$ cat src/hw/rtl/das_pkg.sv
package das_pkg;

	// List capacity and field widths
	localparam int unsigned MAX_ITEMS  = 32;
	localparam int unsigned VAL_W      = 32;
	localparam int unsigned POS_W      = 5;
	localparam int unsigned CNT_W      = $clog2(MAX_ITEMS + 1);
	localparam int unsigned FIFO_DEPTH = 2;
	localparam int unsigned FPTR_W     = (FIFO_DEPTH > 1) ? $clog2(FIFO_DEPTH) : 1;
	localparam int unsigned FCNT_W     = $clog2(FIFO_DEPTH + 1);

	// Flipping the sign bit makes unsigned order equal signed order
	localparam logic [VAL_W-1:0] SIGN_FLIP = {1'b1, {(VAL_W-1){1'b0}}};

	// One classified item on its way from front to back
	typedef struct packed {
		logic [VAL_W-1:0] key;
		logic [POS_W-1:0] pos;
		logic             store;
		logic             last;
	} q_entry_t;

	// Write side of the queue
	typedef struct packed {
		logic     en;
		q_entry_t entry;
	} q_wr_t;

	// Read side of the queue
	typedef struct packed {
		logic     valid;
		q_entry_t entry;
	} q_rd_t;

	// Back-end control states
	typedef enum logic {
		ST_LOAD,
		ST_EMIT
	} back_state_t;

endpackage

$ cat src/hw/rtl/das_item_if.sv
interface das_item_if;
	import das_pkg::*;

	logic                    valid;
	logic                    ready;
	logic signed [VAL_W-1:0] value;
	logic                    last_in;

	modport source (output valid, value, last_in, input ready);
	modport sink (input valid, value, last_in, output ready);
endinterface

$ cat src/hw/rtl/das_result_if.sv
interface das_result_if;
	import das_pkg::*;

	logic             valid;
	logic             ready;
	logic [POS_W-1:0] position;
	logic             last_out;
	logic             overflow;

	modport source (output valid, position, last_out, overflow, input ready);
	modport sink (input valid, position, last_out, overflow, output ready);
endinterface

$ cat src/hw/rtl/das_front.sv
module das_front
	import das_pkg::*;
(
	input  logic         clk,
	input  logic         arst_n,
	das_item_if.sink     item,
	input  logic         q_full,
	output q_wr_t        q_wr
);

	logic [CNT_W-1:0] cnt_q;
	logic             take;

	assign item.ready = !q_full;
	assign take       = item.valid && item.ready;

	// Classify: store while room is left, otherwise mark for drop
	always_comb begin
		q_wr.en          = take;
		q_wr.entry.key   = item.value ^ SIGN_FLIP;
		q_wr.entry.pos   = POS_W'(cnt_q);
		q_wr.entry.store = (cnt_q < CNT_W'(MAX_ITEMS));
		q_wr.entry.last  = item.last_in;
	end

	// Track position within the current list
	always_ff @(posedge clk or negedge arst_n) begin
		if (!arst_n) begin
			cnt_q <= '0;
		end else if (take) begin
			if (item.last_in) begin
				cnt_q <= '0;
			end else if (cnt_q < CNT_W'(MAX_ITEMS)) begin
				cnt_q <= cnt_q + CNT_W'(1);
			end
		end
	end

endmodule

$ cat src/hw/rtl/das_queue.sv
module das_queue
	import das_pkg::*;
(
	input  logic  clk,
	input  logic  arst_n,
	input  q_wr_t q_wr,
	input  logic  pop,
	output logic  q_full,
	output q_rd_t q_rd
);

	q_entry_t          mem_q [FIFO_DEPTH];
	logic [FPTR_W-1:0] wr_ptr_q;
	logic [FPTR_W-1:0] rd_ptr_q;
	logic [FCNT_W-1:0] cnt_q;
	logic              do_pop;

	assign q_full      = (cnt_q == FCNT_W'(FIFO_DEPTH));
	assign q_rd.valid  = (cnt_q != '0);
	assign q_rd.entry  = mem_q[rd_ptr_q];
	assign do_pop      = pop && q_rd.valid;

	// Store incoming transaction
	always_ff @(posedge clk) begin
		if (q_wr.en) begin
			mem_q[wr_ptr_q] <= q_wr.entry;
		end
	end

	// Advance pointers and occupancy
	always_ff @(posedge clk or negedge arst_n) begin
		if (!arst_n) begin
			wr_ptr_q <= '0;
			rd_ptr_q <= '0;
			cnt_q    <= '0;
		end else begin
			if (q_wr.en) begin
				wr_ptr_q <= (wr_ptr_q == FPTR_W'(FIFO_DEPTH - 1)) ? '0 : wr_ptr_q + FPTR_W'(1);
			end
			if (do_pop) begin
				rd_ptr_q <= (rd_ptr_q == FPTR_W'(FIFO_DEPTH - 1)) ? '0 : rd_ptr_q + FPTR_W'(1);
			end
			if (q_wr.en && !do_pop) begin
				cnt_q <= cnt_q + FCNT_W'(1);
			end else if (do_pop && !q_wr.en) begin
				cnt_q <= cnt_q - FCNT_W'(1);
			end
		end
	end

endmodule

$ cat src/hw/rtl/das_back.sv
module das_back
	import das_pkg::*;
(
	input  logic          clk,
	input  logic          arst_n,
	input  q_rd_t         q_rd,
	output logic          pop,
	das_result_if.source  result
);

	logic [VAL_W-1:0] key_q [MAX_ITEMS];
	logic [POS_W-1:0] pos_q [MAX_ITEMS];
	logic [MAX_ITEMS-1:0] gt;
	logic [CNT_W-1:0] cnt_q;
	logic             ovf_q;
	back_state_t      state_q, state_d;
	logic             insert, shift, load_out, out_last;
	logic             out_valid_q;
	logic [POS_W-1:0] out_pos_q;
	logic             out_last_q, out_ovf_q;

	assign out_last = (cnt_q == CNT_W'(1));

	// Next state
	always_comb begin
		state_d = state_q;
		unique case (state_q)
			ST_LOAD: begin
				if (q_rd.valid && q_rd.entry.last) begin
					state_d = ST_EMIT;
				end
			end
			ST_EMIT: begin
				if (load_out && out_last) begin
					state_d = ST_LOAD;
				end
			end
			default: state_d = ST_LOAD;
		endcase
	end

	// Control outputs
	always_comb begin
		pop      = 1'b0;
		insert   = 1'b0;
		load_out = 1'b0;
		unique case (state_q)
			ST_LOAD: begin
				pop    = q_rd.valid;
				insert = q_rd.valid && q_rd.entry.store;
			end
			ST_EMIT: begin
				load_out = !out_valid_q || result.ready;
			end
			default: ;
		endcase
		shift = load_out;
	end

	// Compare new key against every cell; empty cells lose
	always_comb begin
		for (int k = 0; k < MAX_ITEMS; k++) begin
			gt[k] = (CNT_W'(k) >= cnt_q) || (q_rd.entry.key > key_q[k]);
		end
	end

	// Sorted cell chain: insert after equal keys, shift toward head on emit
	for (genvar k = 0; k < MAX_ITEMS; k++) begin : g_cell
		always_ff @(posedge clk) begin
			if (insert) begin
				if (k == 0) begin
					if (gt[k]) begin
						key_q[k] <= q_rd.entry.key;
						pos_q[k] <= q_rd.entry.pos;
					end
				end else begin
					if (gt[k] && !gt[(k == 0) ? 0 : k - 1]) begin
						key_q[k] <= q_rd.entry.key;
						pos_q[k] <= q_rd.entry.pos;
					end else if (gt[k]) begin
						key_q[k] <= key_q[(k == 0) ? 0 : k - 1];
						pos_q[k] <= pos_q[(k == 0) ? 0 : k - 1];
					end
				end
			end else if (shift && (k < MAX_ITEMS - 1)) begin
				key_q[k] <= key_q[(k < MAX_ITEMS - 1) ? k + 1 : k];
				pos_q[k] <= pos_q[(k < MAX_ITEMS - 1) ? k + 1 : k];
			end
		end
	end

	// Control registers: state, fill count, overflow mark
	always_ff @(posedge clk or negedge arst_n) begin
		if (!arst_n) begin
			state_q <= ST_LOAD;
			cnt_q   <= '0;
			ovf_q   <= 1'b0;
		end else begin
			state_q <= state_d;
			if (insert) begin
				cnt_q <= cnt_q + CNT_W'(1);
			end else if (shift) begin
				cnt_q <= cnt_q - CNT_W'(1);
			end
			if (pop && !q_rd.entry.store) begin
				ovf_q <= 1'b1;
			end else if (load_out && out_last) begin
				ovf_q <= 1'b0;
			end
		end
	end

	// Output register
	always_ff @(posedge clk or negedge arst_n) begin
		if (!arst_n) begin
			out_valid_q <= 1'b0;
		end else if (load_out) begin
			out_valid_q <= 1'b1;
		end else if (result.ready) begin
			out_valid_q <= 1'b0;
		end
	end

	always_ff @(posedge clk) begin
		if (load_out) begin
			out_pos_q  <= pos_q[0];
			out_last_q <= out_last;
			out_ovf_q  <= ovf_q;
		end
	end

	assign result.valid    = out_valid_q;
	assign result.position = out_pos_q;
	assign result.last_out = out_last_q;
	assign result.overflow = out_ovf_q;

endmodule

$ cat src/hw/rtl/descending_argsort.sv
// The first position leaves once the marked item has passed the queue, the
// sorted cell chain, the emit state and the output register; then one result per
// cycle while the sink keeps ready high. Throughput: one value per cycle while a
// list loads into the sorted cell chain; while a list is emitted, input stalls
// once the two-entry queue is full. Reset: arst_n clears all control state at once;
// stored values carry no reset and are never read before they are written.
module descending_argsort
	import das_pkg::*;
(
	input  logic         clk,
	input  logic         arst_n,
	das_item_if.sink     item,
	das_result_if.source result
);

	q_wr_t q_wr;
	q_rd_t q_rd;
	logic  q_full;
	logic  pop;

	das_front u_front (
		.clk    (clk),
		.arst_n (arst_n),
		.item   (item),
		.q_full (q_full),
		.q_wr   (q_wr)
	);

	das_queue u_queue (
		.clk    (clk),
		.arst_n (arst_n),
		.q_wr   (q_wr),
		.pop    (pop),
		.q_full (q_full),
		.q_rd   (q_rd)
	);

	das_back u_back (
		.clk    (clk),
		.arst_n (arst_n),
		.q_rd   (q_rd),
		.pop    (pop),
		.result (result)
	);

endmodule
$ cat src/flat_wrapper.sv
// flat-port wrapper written by rule: the top's interface ports become plain ports
module descending_argsort_flat import das_pkg::*;
  (clk, arst_n, item_valid, item_value, item_last_in, item_ready, result_valid, result_position, result_last_out, result_overflow, result_ready);
  das_item_if item_i ();
  das_result_if result_i ();
  input  logic clk;
  input  logic arst_n;
  input wire logic [$bits(item_i.valid)-1:0] item_valid;
  input wire logic [$bits(item_i.value)-1:0] item_value;
  input wire logic [$bits(item_i.last_in)-1:0] item_last_in;
  output wire logic [$bits(item_i.ready)-1:0] item_ready;
  output wire logic [$bits(result_i.valid)-1:0] result_valid;
  output wire logic [$bits(result_i.position)-1:0] result_position;
  output wire logic [$bits(result_i.last_out)-1:0] result_last_out;
  output wire logic [$bits(result_i.overflow)-1:0] result_overflow;
  input wire logic [$bits(result_i.ready)-1:0] result_ready;
  assign item_i.valid = item_valid;
  assign item_i.value = item_value;
  assign item_i.last_in = item_last_in;
  assign item_ready = item_i.ready;
  assign result_valid = result_i.valid;
  assign result_position = result_i.position;
  assign result_last_out = result_i.last_out;
  assign result_overflow = result_i.overflow;
  assign result_i.ready = result_ready;
  descending_argsort u_core (.clk(clk), .arst_n(arst_n), .item(item_i), .result(result_i));
endmodule
$ cat config.mk
export PLATFORM = sky130hd
export DESIGN_NAME = descending_argsort_flat
export DESIGN_NICKNAME = d
export VERILOG_FILES = /design/src/hw/rtl/das_pkg.sv /design/src/hw/rtl/das_item_if.sv /design/src/hw/rtl/das_result_if.sv /design/src/hw/rtl/das_front.sv /design/src/hw/rtl/das_queue.sv /design/src/hw/rtl/das_back.sv /design/src/hw/rtl/descending_argsort.sv /design/src/flat_wrapper.sv
export SDC_FILE = /design/constraint.sdc
export NUM_CORES = 2
export LEC_CHECK = 0
export BUFFER_PORTS_ARGS = -buffer_cell sky130_fd_sc_hd__buf_2
export CAP_MARGIN = 20
export CORE_MARGIN = 2
export CORE_UTILIZATION = 53
export DETAILED_ROUTE_END_ITERATION = 8
export PLACE_DENSITY = 0.74
export SLEW_MARGIN = 20
export SYNTH_ARGS = -nofsm -noshare
export SYNTH_HDL_FRONTEND = slang
export SYNTH_SLANG_ARGS = --single-unit
$ cat constraint.sdc
create_clock -name clk -period 17.4 [get_ports clk]
set_input_delay 1.74 -clock clk [delete_from_list [all_inputs] [get_ports clk]]
set_output_delay 1.74 -clock clk [all_outputs]
set_load 0.02 [all_outputs]
==> qor.csv <==
stage;metric;value;unit
placed_design;port bufs;45;
layout;Area growth syn-to-layout;8.53;%
drt;1st-iter DRT viols;9186;
yosys;post-synthesis instance total;8138;
critical_path;Crit Path Class;register to register;
critical_path;r2r setup slk;10.72;ns
critical_path;worst r2r path cells;11;
timing;final setup fails;0;
yosys;Yosys reg bits;1288;
yosys;Post-synth top cells;edfxtp_1, inv_1, ha_1, a21oi_1, nor2_1;
yosys;Synth area leader;edfxtp_1;
critical_path;worst-path maximum fanout;37;
floorplanning;Initial Util;53.2;%
critical_path;crit path from;u_core.u_queue.rd_ptr_q;
timing;Final Hold Fails;0;
critical_path;worst path arrival time;7.09;ns
drt;# DRC;0;
layout;Final Util;57.8;%
placed_design;HPWL Detailed;190000;um
timing;setup TNS;0;ns
placed_design;placed insts;9918;
critical_path;reg2reg start;u_core.u_queue.rd_ptr_q;
yosys;Syn Nets;9205;
floorplanning;chip width;402;um
drt;ANT nets after route;0;
timing;Pins Over Slew Limit;0;
layout;non-filler instance count after layout;10187;
drt;via/cell ratio;6.76;
critical_path;CP required;17.81;ns
drt;drt wl/cell;25.4;um
clocking;clock-pin slew on the worst setup and hold paths;0.06;ns
critical_path;RR Endpoint;u_core.u_back.pos_q[2][1];
floorplanning;die area;162000;um^2
clocking;Max H-tree Level;4;
outcome;outcome;finished, final reports clean;
timing;clk_skew;0.0311;ns
drt;routed wire length;259000;um
yosys;Yosys cell types;82;
timing;Final period util;38.4;%
yosys;post-synth top area share;45.3;%
yosys;Async SR Flop Fraction;1.48;%
clocking;CTS sink count;1288;
layout;final net count;9064;
pwr;Max VDD drop;0.179;mV
timing;Max-slew headroom;19.6;%
drt;via count;68878;
yosys;post-synthesis sequential area ratio;45.9;%
pwr;leakage;0.0386;uW
clocking;clk buf depth;3;
layout;share of layout cells above drive strength 1;9.03;%
timing;Worst Setup Slack, final;10.72;ns
floorplanning;Ports;46;
clocking;cells resized by post-CTS repair;0;
critical_path;critical path launch point type;register;
global_route;number of global-route vias before repair;67954;
clocking;hold_buf cts;0;
yosys;main flop type after synthesis;edfxtp_1;
yosys;ranking of synthesized cells by area;edfxtp_1, ha_1, inv_1, a221oi_1, a21oi_1;
yosys;cell area after synthesis;84100;um^2
job;Max-Cap Viols;0;
timing;Fmax;150;MHz
placed_design;Setup WS pre-CTS;10.73;ns
clocking;post-CTS setup buffers;0;
floorplanning;Die Height;402;um
timing;worst-margin pin slew;1.21;ns
placed_design;GPL Wtd Cong;0.942;
hold_path;hold crit path type;register to register;
hold_path;worst hold path stage count;0;
floorplanning;core region area;158000;um^2
clocking;total CTS buffers;146;
global_route;gr usage total;31.1;%
yosys;syn avg cell area;10.3;um^2
global_route;first-pass GRT wire length;394000;um
yosys;number of synthesized flops with an enable pin;1269;
pwr;Design Power;20100;uW
critical_path;Critical Path End Type;register;
global_route;initial antenna violation count;1;
critical_path;Critical Path End;u_core.u_back.pos_q[2][1];
clocking;clock tree root buffer cell;clkbuf_16;
clocking;worst skew pair latency;0.81;ns
timing;RSZ-0062 raised after global routing;false;
drt;DRT Pass-1 Iters;9;
clocking;TritonCTS clock tree;done;
yosys;count leader, synth;edfxtp_1;
yosys;Synthesis Warnings;0;
global_route;GRT overflow;0;
floorplanning;row count;146;
pwr;power per cell area;220;nW/um^2
timing;min Tclk post-route;6.68;ns
global_route;pin count of the biggest net entering global routing;129;
[state kept, by name, indices dropped and copies added, names as in the netlist]
| name | cells |
|---|---|
| u_core.u_back.cnt_q | 6 |
| u_core.u_back.key_q | 1024 |
| u_core.u_back.ovf_q | 1 |
| u_core.u_back.pos_q | 160 |
| u_core.u_back.result.last_out | 1 |
| u_core.u_back.result.overflow | 1 |
| u_core.u_back.result.position | 5 |
| u_core.u_back.result.valid | 1 |
| u_core.u_back.state_q | 1 |
| u_core.u_front.cnt_q | 6 |
| u_core.u_queue.cnt_q | 2 |
| u_core.u_queue.mem_q | 78 |
| u_core.u_queue.rd_ptr_q | 1 |
| u_core.u_queue.wr_ptr_q | 1 |
[cells by family (layout without fill, tap and decap cells)]
logic type / after synthesis / after routing / share of synthesized area (%)
AOI/OAI and AO/OA: 2562 / 2562 / 20.9
xor gates and xnor gates: 11 / 11 / 0.115
adders and majority gates: 1030 / 1030 / 15.3
buffers and inverters: 1597 / 1573 / 7.48
DFF: 1288 / 1288 / 45.9
muxes: 163 / 163 / 1.96
other: 0 / 1 / 0
and+or+nand+nor: 1487 / 1487 / 8.37
[metrics by stage]
step / hold WS (ns) / cell area (um^2)
2_1_floorplan: 0.426 / 84100
3_3_place_gp: 0.432 / 86500
3_5_place_dp: 0.444 / 86600
4_1_cts: 0.450 / 91200
5_1_grt: 0.450 / 91300
6_report: 0.464 / 91300
[cells in the final DEF (no fill, tap or decap), drive strengths merged, types with 22 or more instances in the layout]
master and instances:
edfxtp 1269, inv 1091, ha 1030, a21oi 658
nor2 554, o22ai 452, a221oi 449, a31oi 315
nand2 299, buf 228, nand4 224, a21o 172
clkbuf 162, mux2i 151, o21ai 144, nor3 122
o221a 102, nand3 90, clkinv 73, o211ai 63
nor2b 53, o32ai 37, a211oi 34, nor4 32
and4 24, o21a 24, or2 22
[area by class of cell]
cell class              instances  area (um^2)
diodes                          1         2.50
clock inverters               103          860
multi-input cells            5253        39800
flip-flops and latches       1288        38600
fillers                     13089        66700
well taps                    2072         2590
inverters                    1080         4060
repair buffers                228         1680
clock buffers                 162         3730
[metal layers]
layer  track usage (%)  routed length [um]
met3              5.75               24900
met4              14.4               12600
met2              49.1              118000
met1              41.7              103000
met5                 0                 189
[power by group]
part	switching, uW	internal [uW]
clock network	1360	1720
logic	6480	3670
registers	1160	5700
[worst min path at each step]
stage	startpoint	end	slack, ns
2_1_floorplan	u_core.u_back.ovf_q	u_core.u_back.result.overflow	0.43
3_3_place_gp	u_core.u_back.ovf_q	u_core.u_back.result.overflow	0.43
3_5_place_dp	u_core.u_back.ovf_q	u_core.u_back.result.overflow	0.44
4_1_cts	u_core.u_back.ovf_q	u_core.u_back.result.overflow	0.45
5_1_grt	u_core.u_back.ovf_q	u_core.u_back.result.overflow	0.45
6_report	u_core.u_back.pos_q[0][3]	u_core.u_back.result.position[3]	0.46
[critical path, cell delays in order (launching register included)]
cell and delay [ns]:
dfrtp_4 0.59, buf_4 0.68, mux2i_2 0.95, inv_1 0.48
buf_4 0.38, ha_1 0.35, nand4_1 0.15, nor4_1 0.77
a21boi_0 0.39, a2111oi_0 0.20, o22ai_1 0.33, or2_2 0.87
No activity file was read; power rests on OpenSTA's default activity.
